[src/hw/rtl/fps_pkg.sv]
package fps_pkg;

  // Default line buffer depth, in pixels.
  localparam int MAX_WIDTH_DEF = 1024;

  localparam int PIX_W = 16;
  localparam int RW_W  = 11;
  localparam int WT_W  = 16;
  localparam int ENT_W = PIX_W + 1;

  // Register reset values.
  localparam logic [RW_W-1:0] ROW_WIDTH_RST       = 11'd1024;
  localparam logic [WT_W-1:0] CENTER_WEIGHT_RST   = 16'd39322;
  localparam logic [WT_W-1:0] NEIGHBOR_WEIGHT_RST = 16'd6554;

  // Register indexes, taken from paddr[3:2].
  localparam logic [1:0] REG_ROW_WIDTH       = 2'd0;
  localparam logic [1:0] REG_CENTER_WEIGHT   = 2'd1;
  localparam logic [1:0] REG_NEIGHBOR_WEIGHT = 2'd2;

  typedef struct packed {
    logic [RW_W-1:0] row_width;
    logic [WT_W-1:0] center_weight;
    logic [WT_W-1:0] neighbor_weight;
  } cfg_t;

  // Line buffer entries: bit 16 marks a tile pixel, bits 15..0 the value.
  typedef struct packed {
    logic [ENT_W-1:0] held;
    logic [ENT_W-1:0] up;
    logic [ENT_W-1:0] right;
  } win_t;

  typedef struct packed {
    logic left_en;
    logic right_en;
    logic up_en;
    logic rows_ok;
  } flag_t;

  typedef struct packed {
    logic [PIX_W-1:0] value;
    logic             sat;
  } res_t;

endpackage

[src/hw/rtl/fps_regs.sv]
module fps_regs
  import fps_pkg::*;
(
  input  logic        clk,
  input  logic        rst_n,
  input  logic        psel,
  input  logic        penable,
  input  logic        pwrite,
  input  logic [3:0]  paddr,
  input  logic [31:0] pwdata,
  output logic [31:0] prdata,
  output logic        pready,
  output cfg_t        cfg
);

  cfg_t cfg_r;
  logic wr_en;

  assign wr_en  = psel && penable && pwrite;
  assign pready = 1'b1;
  assign cfg    = cfg_r;

  always_ff @(posedge clk) begin
    if (!rst_n) begin
      cfg_r.row_width       <= ROW_WIDTH_RST;
      cfg_r.center_weight   <= CENTER_WEIGHT_RST;
      cfg_r.neighbor_weight <= NEIGHBOR_WEIGHT_RST;
    end else if (wr_en) begin
      unique case (paddr[3:2])
        REG_ROW_WIDTH:       cfg_r.row_width       <= pwdata[RW_W-1:0];
        REG_CENTER_WEIGHT:   cfg_r.center_weight   <= pwdata[WT_W-1:0];
        REG_NEIGHBOR_WEIGHT: cfg_r.neighbor_weight <= pwdata[WT_W-1:0];
        default: ;
      endcase
    end
  end

  always_comb begin
    unique case (paddr[3:2])
      REG_ROW_WIDTH:       prdata = {{(32-RW_W){1'b0}}, cfg_r.row_width};
      REG_CENTER_WEIGHT:   prdata = {{(32-WT_W){1'b0}}, cfg_r.center_weight};
      REG_NEIGHBOR_WEIGHT: prdata = {{(32-WT_W){1'b0}}, cfg_r.neighbor_weight};
      default:             prdata = '0;
    endcase
  end

endmodule

[config.mk]
export PLATFORM = sky130hd
export DESIGN_NAME = fps_regs
export DESIGN_NICKNAME = d
export VERILOG_FILES = /design/src/hw/rtl/fps_pkg.sv /design/src/hw/rtl/fps_regs.sv
export SDC_FILE = /design/constraint.sdc
export NUM_CORES = 1
export LEC_CHECK = 0
export BUFFER_PORTS_ARGS = -buffer_cell sky130_fd_sc_hd__buf_2
export CAP_MARGIN = 20
export CORE_AREA = 3 3 71 73
export CTS_CLUSTER_SIZE = 12
export DETAILED_ROUTE_END_ITERATION = 6
export DIE_AREA = 0 0 74 76
export PLACE_DENSITY = 0.93
export SLEW_MARGIN = 15
export SYNTH_ARGS = -nofsm -noshare
export SYNTH_HDL_FRONTEND = slang
export SYNTH_SLANG_ARGS = --single-unit
[constraint.sdc]
create_clock -name clk -period 2.6 [get_ports clk]
set_clock_uncertainty 0.05 [all_clocks]
set_input_delay 0 -clock clk [delete_from_list [all_inputs] [get_ports clk]]
set_output_delay 0 -clock clk [all_outputs]
set_load 0.005 [all_outputs]
# After elaboration in Yosys (flattened, before gate mapping)
# Cells that the tools add are included.
# op_classes
n_reduce_logical	6
mux	1
eq_ne	2
# op_table
op	count
case mux 16 bit (3 select lines)	1
AND reduction 2 bit	3
equality test 2 x 1 -> 1 bit, second input constant	1
equality test 2 bit, second input constant	1
logical AND 1 bit	2
logical NOT 2 bit	1
# word_totals
in_bits	41
word_cells	12
out_inout_bits	76
register_bits	43

# Longest topological paths before layout
# logic_depth
depth_word	3
depth_mapped	5
ltp_nobuf	3

# Least setup slack after synthesis
# OpenSTA, ideal clock, no wires.
# synth_timing
path_type	in2reg
start	input port pwrite
end	register cfg_r (netlist bit cfg[10])
t_required_ps	2478
n_path_buf	2
setup_slack_ps	1670
cell_stages	5
setup_ps	72
t_arrival_ps	808
cell_sequence	and3_1 buf_2 nand2_4 buf_6 mux2i_1
# synth_via
elab_chain_cells	2
# synth_rtl
item	line_no	rtl
start, declared	fps_regs.sv:8	input logic pwrite,
logical AND 1 bit	fps_regs.sv:19	assign wr_en = psel && penable && pwrite;
AND reduction 2 bit (no source line)	--	
end, declared	fps_regs.sv:16	cfg_t cfg_r;
# Every way passes these cells.
# A chain may end at the register's enable or synchronous reset.

# Worst setup path in the final report
# layout_timing
start	input port paddr[3]
end	output port prdata[8]
# layout_via
elab_chain_cells	2
word_cells_on_any_way	4
cone_classes	eq/ne: 2; mux: 1; reduce/logical: 1
# layout_rtl
item	line_no	rtl
start, declared	fps_regs.sv:9	input logic [3:0] paddr,
equality test 2 bit, or another cell as far along	fps_regs.sv:39	unique case (paddr[3:2])
case mux 16 bit (3 select lines) (*)	fps_regs.sv:39	
end, declared	fps_regs.sv:11	output logic [31:0] prdata,
# Every way passes the cells marked *; elsewhere a longest branch is shown, timed or not.

==> summary by stage <==
Status
The run finished with clean final reports.

Pwr
IR analysis of the VDD net gives a maximum drop of 0.292 mV. Combinational logic is responsible for 12.9% of the overall power. Sequential cells account for 55.8% of the total power. The static leakage is 1.33 nW. Net switching is 23.9% of the power. The cell-internal power is 918 µW.

The total net switching power is 288 µW. Per report_power, the clock group accounts for a little under a third of the total. The power density of the placed cells is around 450 nW/µm².

Final layout
At the end of the flow the core is filled with cells to between 60% and 70%. The final layout contains 368 nets. The finished cells cover 2680 µm². The number of antenna diodes in the final layout is 0. The layout overhead on the synthesized area is 25.8%. Of the cells placed in the final design, the portion with a size suffix greater than 1 is 28.5%. The register with the most flip-flops in the layout has 43 of them. The finished layout holds 378 standard cells, fillers aside. The filler cell count in the final layout is 400.

Synthesis
The number of enable flip-flop cells after synthesis is 0. The area share of the leading cell type in the synthesized netlist is 40.4%. The synthesis warning total is 0.

The post-synth design cell area is 2130 µm². The instance count of the mapped netlist is between 200 and 250. The leading area contributor after synthesis is dfxtp_1. A synthesized cell averages 8.88 µm². In the post-synthesis netlist, the biggest area contributors are dfxtp_1 (40%), mux2i_1 (21%), nand2_1 (9.2%), buf_4 (6.3%), nor2b_1 (4.4%). In the synthesized netlist the async set-or-reset flop fraction comes to 0%. The synthesized netlist contains 23 unique library cells. The most frequently used cell type in the post-synthesis netlist is nand2_1.

The register bit count reported by yosys is 43. The sequential-to-total area share from yosys stat is 40.4%. The most used flip-flop cell after synthesis is dfxtp_1. By count the netlist is led by nand2_1 (52), mux2i_1 (45), dfxtp_1 (43).

Route
The count of vias placed by the detailed router is ~1900. The average wire per standard cell is about 14 µm. The DRC marker count from the first detailed-route iteration is 93. Dividing the detail-routed via count by the number of cells gives 5.08. In this run the remaining antenna-violating nets after routing total 0. The detailed-routing iteration count for the pre-antenna-repair pass is 4.

For this block, the routed nets add up to between 5 and 6 mm of wire. For this run, design rule violations remaining after detail routing come to 0.

STA
On the final layout, the worst hold slack is 256 ps. Based on the critical path, the design can be clocked at up to 676 MHz. The final critical delay including setup and external delays is 1480 ps. The count of endpoints failing hold in the final timing report is 0. Setup violations remaining at the end of the flow were counted as 0. The max-slew violation count is 0.

The post-route fraction of the period consumed by the critical path is a little under three fifths. Headroom to the max-slew limit came out at roughly 31%. Setup repair after global routing left no endpoint under its margin.

After routing, the total negative slack on setup checks comes to 0 ps. At the pin with the least slew margin, the transition time is 1030 ps.

CTS
TritonCTS built the clock tree. The H-tree was split into 2 levels. The number of buffers created by CTS is 5. The buffer levels on the longest clock path is 2. The clock slew at the register clock pins of the worst setup and hold paths is 70 ps. Buffers added to address setup during post-CTS repair amount to 0. The master cell of the clock root buffer is clkbuf_8. Counting every sink on the clock net gives 43.

The clock latency on the worst-skew pair is about 280 ps. The count of instances resized after the clock tree is built is 0.

Placement
During placement, the flow inserted port buffers numbering 81. The number of instances in the placed design is 356. The placed instance area is 2450 µm². The detailed placer's ending HPWL is 3.52 mm. The weighted congestion reported at the end of routability-driven placement is 0.720.

Worst hold path
The tightest min-delay check is of the in2reg type.

Floorplan
117 I/O pins were placed. The core region is about 4400 µm². The full die area is 5620 µm². The initialized floorplan defines 24 standard-cell rows. The starting density of the core is 48.3%. The die span in y is 76 µm.

The width of the die is 74 µm.

Setup path
In this run the worst path has a maximum fanout of 14. Data arrives at the worst endpoint at about 1400 ps. Data on the critical path is required at its endpoint by 2550 ps. The class of the most critical setup path is in2out. The kind of end point of the critical path is a primary output. The startpoint kind of the worst setup timing path is a primary input.

GRT
The initial antenna violation count is 0. The via count of the first global-routing pass is 1757. The pin count of the biggest net entering global routing is 65. The wire length of the first global-routing pass is around 8.4 mm. The total congestion overflow is 0. The total global routing track utilization is 18.7%.

Flow run
The max-capacitance violation count is 0.
==> metrics by stage <==
step           power (mW)  setup WS, ps
2_1_floorplan       0.791          1670
3_3_place_gp        0.821           978
3_5_place_dp        0.825           956
6_report             1.21          1120
4_1_cts              1.23          1110
5_1_grt              1.26          1010
==> cell families (layout without fill, tap and decap cells) <==
logic type	Yosys count	count (layout)	share of synthesized area, %
AND/OR/NAND/NOR	82	82	18.3
multiplexers	45	45	21.1
AO/OA/AOI/OAI	32	32	8.86
flip-flops	43	43	40.4
buffers and inverters	36	107	11.0
other	2	17	0.352
==> power groups by stage <==
stage | logic (mW) | registers [mW] | clock network, mW
2_1_floorplan | 0.102 | 0.689 | 0
3_3_place_gp | 0.133 | 0.688 | 0
3_5_place_dp | 0.136 | 0.689 | 0
4_1_cts | 0.155 | 0.673 | 0.398
5_1_grt | 0.171 | 0.674 | 0.416
6_report | 0.155 | 0.673 | 0.378
==> area by class of cell <==
cell class	count	area, µm²	area share, %
clock buffer	6	72.6	2.71
inverter	2	7.51	0.280
multi-input combinational	176	1090	40.8
sequential	43	861	32.1
tap	52	65.1	2.43
timing repair buffer	99	581	21.7
==> worst max-delay path, stage by stage <==
cell and delay (ps):
buf_2 280, nor2b_2 600, buf_4 270, nand2_1 60
o21ai_1 80, buf_2 130
==> layout by cell type, fill, tap and decap left out <==
cell            n
mux2i_1        45
a22o_1          5
and2_4          1
nand3_1         2
o21ai_1        11
nand2b_1        7
nand2_1        52
buf_4           2
clkbuf_1        1
nor2b_2         1
a21oi_1        14
dlygate4sd3_1  16
o211ai_2        1
inv_1           2
buf_2          81
o211ai_1        1
dfxtp_1        43
and2_1          1
nand2_4         1
clkbuf_8        5
and2b_4         1
nor2b_1        14
and3_1          1
nor2_1          1
conb_1         17
==> repair_timing <==
| item | in CTS | in global routing |
|---|---|---|
| hold buffers | 16 | 0 |
| setup endpoints to repair | 0 | 0 |
| endpoints found under the hold margin | 43 | 0 |
==> layer usage <==
metal	up-vias	track usage [%]	part of all wire, %
met2	75	32.8	50
met4	0	6.34	1.2
li1	930	-	-
met3	8	3.96	6.7
met1	906	22.0	42
met5	-	0	0
==> worst paths after layout <==
check                                     startpoint                    to  slack (ps)  cells after the start
worst max register to register  cfg[27]$_SDFFE_PN1P_  cfg[27]$_SDFFE_PN1P_        1740                      3
worst min register to register  cfg[37]$_SDFFE_PN0P_  cfg[37]$_SDFFE_PN0P_         420                      2
worst max-delay path                        paddr[3]             prdata[8]        1120                      6
worst min-delay path                        paddr[3]  cfg[42]$_SDFFE_PN1P_         260                      4
Note: power is estimated with default switching activity, not from simulation.
