### config.mk
export PLATFORM = sky130hd
export DESIGN_NAME = fps_calc
export DESIGN_NICKNAME = d
export VERILOG_FILES = /design/src/hw/rtl/fps_pkg.sv /design/src/hw/rtl/fps_calc.sv
export SDC_FILE = /design/constraint.sdc
export NUM_CORES = 1
export LEC_CHECK = 0
export ABC_AREA = 1
export BUFFER_PORTS_ARGS = -buffer_cell sky130_fd_sc_hd__buf_2
export CAP_MARGIN = 20
export CORE_MARGIN = 8
export CORE_UTILIZATION = 50
export DETAILED_ROUTE_END_ITERATION = 6
export GPL_ROUTABILITY_DRIVEN = 0
export PLACE_DENSITY = 0.7
export SYNTH_ARGS = -nofsm -noshare
export SYNTH_HDL_FRONTEND = slang
export SYNTH_SLANG_ARGS = --single-unit
### constraint.sdc
create_clock -name vclk -period 9.4
set_input_delay 0.47 -clock vclk [all_inputs]
set_output_delay 0.47 -clock vclk [all_outputs]
set_load 0.02 [all_outputs]
### src/hw/rtl/fps_pkg.sv
package fps_pkg;

  // Default line buffer depth, in pixels.
  localparam int MAX_WIDTH_DEF = 1024;

  localparam int PIX_W = 16;
  localparam int RW_W  = 11;
  localparam int WT_W  = 16;
  localparam int ENT_W = PIX_W + 1;

  // Register reset values.
  localparam logic [RW_W-1:0] ROW_WIDTH_RST       = 11'd1024;
  localparam logic [WT_W-1:0] CENTER_WEIGHT_RST   = 16'd39322;
  localparam logic [WT_W-1:0] NEIGHBOR_WEIGHT_RST = 16'd6554;

  // Register indexes, taken from paddr[3:2].
  localparam logic [1:0] REG_ROW_WIDTH       = 2'd0;
  localparam logic [1:0] REG_CENTER_WEIGHT   = 2'd1;
  localparam logic [1:0] REG_NEIGHBOR_WEIGHT = 2'd2;

  typedef struct packed {
    logic [RW_W-1:0] row_width;
    logic [WT_W-1:0] center_weight;
    logic [WT_W-1:0] neighbor_weight;
  } cfg_t;

  // Line buffer entries: bit 16 marks a tile pixel, bits 15..0 the value.
  typedef struct packed {
    logic [ENT_W-1:0] held;
    logic [ENT_W-1:0] up;
    logic [ENT_W-1:0] right;
  } win_t;

  typedef struct packed {
    logic left_en;
    logic right_en;
    logic up_en;
    logic rows_ok;
  } flag_t;

  typedef struct packed {
    logic [PIX_W-1:0] value;
    logic             sat;
  } res_t;

endpackage

### src/hw/rtl/fps_calc.sv
module fps_calc
  import fps_pkg::*;
(
  input  logic [WT_W-1:0]  center_weight,
  input  logic [WT_W-1:0]  neighbor_weight,
  input  logic [PIX_W-1:0] center,
  input  logic [PIX_W-1:0] up,
  input  logic [PIX_W-1:0] down,
  input  logic [PIX_W-1:0] left,
  input  logic [PIX_W-1:0] right,
  output res_t             res
);

  logic [17:0] sum4;
  logic [31:0] prod_c;
  logic [33:0] prod_n;
  logic [34:0] acc, rnd;
  logic [18:0] q;

  always_comb begin
    sum4   = 18'(up) + 18'(down) + 18'(left) + 18'(right);
    prod_c = 32'(center_weight) * 32'(center);
    prod_n = 34'(neighbor_weight) * 34'(sum4);
    // Q11.24 sum, rounded half up to Q8.8.
    acc    = 35'(prod_c) + 35'(prod_n);
    rnd    = acc + 35'h8000;
    q      = rnd[34:16];
    res.sat   = |q[18:16];
    res.value = res.sat ? {PIX_W{1'b1}} : q[15:0];
  end

endmodule

Word-level counts from Yosys, hierarchy flattened. Index checks and enable logic that the tools add are counted.

Add/sub/neg operators: 5. $mul: 2. Muxes and demuxes: 1. Reduce and logical (&&, ||, !) cells: 1.

Operators with widths (number): $add A32 B34 Y35 (1); $add A35 B16 Y35 const B (1); $mul A16 B18 Y34 (1); $mul A16 B16 Y32 (1); $add A17 B16 Y18 (1); $add A18 B16 Y18 (1); $add A16 B16 Y17 (1); $mux W16 (1); $reduce_or A3 Y1 (1).

Flip-flop bits (word level): 0. Input bits: 112. Output and inout bits: 17.

Longest topological paths before layout. Gate-level depths: netlist (run 1).

Word-level depth: 8. Gate-level depth with buffers: 45.

Least setup slack after synthesis (run 1). No wires, ideal clock.

Path type: input to output. From: input port up[3]. To: output port res[10] in the netlist's numbering. Arrival: 8.657 ns. Data required time: 8.930 ns. Path slack: 0.273 ns. Stages on the path: 40. Cells stage by stage: inv_1 fa_1 fa_1 inv_1 ha_1 a21oi_1 o21ai_2 a21oi_4 o21ai_4 a21oi_2 xor2_2 buf_4 nor2_1 fa_1 inv_1 fa_1 inv_1 fa_1 (+4 left out) inv_1 fa_1 inv_1 fa_1 inv_1 ha_1 nand2_1 nand2_1 o21bai_1 a21boi_1 nand2_2 nand2_1 nand2_1 nand2_1 nand2_2 nor2_4 buf_6 nand2_1.

RTL lines: start: declaration (RTL line fps_calc.sv:7) `input logic [PIX_W-1:0] up,`; end: declaration (RTL line fps_calc.sv:11) `output res_t res`.

==> results of run 1 <==
==> path summary, 6_finish.rpt <==
check / to / slack, ns / cells past startpoint
max: res[2] / -0.21 / 46
min: res[8] / 2.06 / 13
==> what timing repair did <==
item                                    in CTS  in global routing
pin swaps                                   61                 57
cloned                                       1                  1
buffers inserted                            36                 18
resized for setup                          166                151
endpoints found under the setup margin      17                 17
==> metrics by stage <==
stage / worst slack, ns / instance area [um^2] / std cells
6_report: -0.215 / 24600 / 3421
5_1_grt: -0.541 / 24600 / 3420
4_1_cts: -0.153 / 24000 / 3402
3_5_place_dp: -0.391 / 23000 / 3365
3_3_place_gp: -0.306 / 23000 / 3365
2_1_floorplan: 0.273 / 20900 / 2640
==> area by class of cell <==
| class | count | area [um^2] | area share (%) |
|---|---|---|---|
| multi-input cells | 1689 | 18200 | 74.0 |
| inverters | 850 | 3200 | 13.0 |
| repair buffers | 340 | 2520 | 10.2 |
| well taps | 539 | 674 | 2.74 |
| diodes | 3 | 7.51 | 0.0305 |
==> layer usage <==
metal,vias up,GRT usage (%),part of all wire (%)
li1,7884,-,-
met1,8508,30.2,39
met2,619,41.4,50
met3,147,3.61,7.1
met4,8,7.12,3.5
met5,-,0,0.080
==> worst max-delay path, delay by kind of cell <==
kind | cells | cell delay (ns)
buffers and inverters | 13 | 1.08
and+or+nand+nor | 18 | 1.57
AOI/OAI and AO/OA | 3 | 0.42
adders and majority gates | 12 | 5.59
==> cells by family after synthesis <==
| kind of cell | share of synthesized area, % |
|---|---|
| buf+inv | 17.3 |
| compound gates | 3.22 |
| fa+ha+maj | 62.5 |
| simple gates | 15.8 |
| xor+xnor | 1.10 |
==> cells in the final DEF, fill, tap and decap left out, drive strengths merged <==
cell	n
nor2	186
o31ai	3
o211ai	1
clkbuf	1
a21boi	4
a31oi	3
xor2	9
a31o	1
or2	3
a21o	7
nor4	3
diode	3
nand3	52
ha	229
nand3b	2
o21a	4
fa	509
o21bai	12
nor3	9
clkinv	4
a21oi	59
and3	1
buf	339
nand2	567
xnor2	10
inv	846
o21ai	13
nand4	2
==> flow_summary.yaml, run 1 <==
status:
  run_status: "finished with violations"
  violations: "negative setup slack"
synth:
  synth_top_area_share_pct: 48.8
  avgSynthCellArea_um2: 7.91
  ys_top_cells_by_area: "fa_1 49%, inv_1 15%, ha_1 14%"
  synth_cell_type_count: 52
  yosysWarnings: 0
  netlist_instances: 2640
  synth_area_um2: 20900
  synth_top_cell_by_area: "fa_1"
  seq_area_frac_synth_pct: 0
  syn-num-nets: 3490
  synth_commonest_cells: "843 x inv_1, 557 x nand2_1, 509 x fa_1"
  post-synth-top-count-cell: "inv_1"
floorplan:
  rows: 75
  core_area_um2: 41600
  die-area_um2: 48600
  die_h_um: 220
  start_util_pct: 50.2
  ios: 129
  die_w_um: 220
worst_hold_path:
  hold_start: "neighbor_weight[0]"
  hold_class: "in2out"
setup_path:
  end_kind: "output port"
  cp.arrival_ns: 9.14
  critPathLaunchType: "input port"
  worstPathRequired_ns: 8.93
  worst-path-max-fanout: 4
  cpMostUsedCell: "fa_1"
  crit_start: "up[6]"
  cpMaxStageDelayCell: "fa_1"
  worst-setup-path-type: "in2out"
  cpPeakStageDelay_ns: 0.54
timing:
  tightest_slew_ns: 0.710
  rsz0062_at_grt: "yes"
  finalHoldViolCount: 0
  holdWs_ns: 2.06
  fin_ws_ns: -0.215
  timing.fmax_mhz: 104
  slew_headroom_pct: 52.7
  fin_tns_setup_ns: -2.75
  period_needed_ns: 9.61
  slew_viol_final: 0
  timing.final.crit_share_pct: 102
  setup_viol: 17
route:
  first_pass_iters: 5
  first_iter_violations: 1000
  wire_per_inst_um: 16.4
  vias: 17200
  drt_wl_total_mm: 56.1
  viasPerCell: 5.02
  ant_nets: 0
  drcViolationCount: 0
cts:
  hold_buffers: 0
final_layout:
  drive_above_1_share_pct: 20.8
  final.clkbuf_count: 0
  final_nets: 3731
  seq_cells: 0
  regArea_um2: 0
  final_util_pct: 59.3
  area_delta_synth_final_pct: 18.0
  num-fill-cells: 3567
global_routing:
  grt_usage_pct: 23.7
  grt_pass1_wl_mm: 92.7
  antenna_found_initial: 6
  grt_max_degree: 19
  grt_pass1_vias: 19000
  gr-total-overflow: 0
run:
  cap_violations: 0
placement:
  dpl.hpwl_mm: 49.0
  port_buffers: 129
Power of run 1 is left out: the tool's default activity adds up to more than one toggle a clock period on the data nets, which glitch-free logic cannot reach.
==> run 2: changes to the inputs <==
CORE_ASPECT_RATIO = 0.9   (was default)
REMOVE_ABC_BUFFERS = 1   (was default)
==> run 2 against run 1 <==
Effect of this change:
- the flow still finishes with violations (negative setup slack)
- wire length shrank 0.89%
- worst hold slack gained 0.021 ns
- utilization shrank 1.3 points
- cell count shrank 1.1%
- sequential share of layout area is the same
- non-clock buffer count shrank 45
- global-route usage shrank 0.93 points
- via count grew 0.33%
- final area shrank 2.3%
- largest cell class unchanged
==> flow_summary.yaml, run 2 (synthesis gave the netlist of run 1 again) <==
status:
  run_status: "finished with violations"
  violations: "negative setup slack"
timing:
  finalHoldViolCount: 0
  period_needed_ns: 9.55
  slew_viol_final: 0
  setup_viol: 17
  slew_headroom_pct: 46.7
  fin_ws_ns: -0.147
  timing.final.crit_share_pct: 102
  rsz0062_at_grt: "yes"
  tightest_slew_ns: 0.799
  timing.fmax_mhz: 105
  fin_tns_setup_ns: -1.93
setup_path:
  worstPathRequired_ns: 8.93
  cpMaxStageDelayCell: "fa_2"
  worst-setup-path-type: "in2out"
  end_kind: "output port"
  cpPeakStageDelay_ns: 0.59
  cp.arrival_ns: 9.08
  worst-path-max-fanout: 8
  cpMostUsedCell: "fa_1"
  critPathLaunchType: "input port"
route:
  wire_per_inst_um: 16.4
  first_iter_violations: 1185
  drcViolationCount: 0
  first_pass_iters: 5
  ant_nets: 0
  viasPerCell: 5.09
  vias: 17200
  drt_wl_total_mm: 55.6
floorplan:
  start_util_pct: 50.3
  die_w_um: 231
  ios: 129
  core_area_um2: 41500
  die-area_um2: 48600
  die_h_um: 210
  rows: 71
worst_hold_path:
  holdPathStages: 11
  worstHoldEndpoint: "res[1]"
  hold_class: "in2out"
  hold_start: "neighbor_weight[0]"
final_layout:
  fin_cells: 3384
  regArea_um2: 0
  final_util_pct: 58.0
  seq_cells: 0
  mostFrequentLayoutCell: "inv_1"
  area_delta_synth_final_pct: 15.3
  final_cell_mix: "819 x inv_1, 523 x nand2_1, 489 x fa_1"
  drive_above_1_share_pct: 17.8
  final.clkbuf_count: 0
  final_nets: 3686
global_routing:
  grt_max_degree: 19
  grt_usage_pct: 22.8
  grt_pass1_vias: 18400
  antenna_found_initial: 3
  gr-total-overflow: 0
  grt_pass1_wl_mm: 90.3
placement:
  port_buffers: 129
  dpl.hpwl_mm: 48.4
  place_inst: 3351
run:
  cap_violations: 0
-- run 2: cell count changes in the layout (fill, tap and decap cells not counted), sizes merged --
| cell | previous run | this run |
|---|---|---|
| buf | 339 | 294 |
-- run 2: worst max path at each step --
stage	end	from	cells after the start	slack, ns
floorplan	res[10]	up[3]	38	0.20
global placement	res[1]	up[10]	40	-0.21
detailed placement	res[7]	up[10]	41	-0.31
CTS	res[7]	up[2]	42	-0.07
global route	res[13]	up[1]	44	-0.45
finish	res[13]	up[1]	44	-0.15
-- run 2: cell type report --
type | instances | area (um^2)
Multi-Input combinational cell | 1689 | 18100
Fill cell | 3657 | 17400
Inverter | 850 | 3200
Timing Repair Buffer | 295 | 2120
Tap cell | 547 | 684
Antenna cell | 3 | 7.51
-- run 2: what timing repair did --
action	in CTS	in global routing
buffers inserted	10	20
gates cloned	0	1
pin swaps	19	49
setup endpoints to repair	17	17
gates resized for setup	60	179
hold buffers	0	0
-- run 2: worst max-delay path: cells and delay by family --
family / cells / cell delay [ns]
adder cells (fa/ha/maj): 13 / 5.83
AO/OA/AOI/OAI: 2 / 0.21
AND/OR/NAND/NOR: 17 / 1.56
buffers and inverters: 12 / 1.00
-- run 2: metrics by stage --
stage	hold WS (ns)	setup WS, ns	instance area [um^2]
6_report	2.08	-0.147	24100
5_1_grt	2.17	-0.452	24100
4_1_cts	1.93	-0.0729	23200
3_5_place_dp	1.92	-0.307	22900
2_1_floorplan	1.52	0.204	20500
3_3_place_gp	1.93	-0.209	22900
-- run 2: metal layers --
metal	global-route usage [%]	vias to the layer above	routed length (um)
li1	-	7806	-
met1	30.5	8655	21700
met2	39.3	663	28100
met3	2.11	98	4110
met4	5.90	0	1620
met5	0	-	0
Power of run 2 is left out for the same reason.
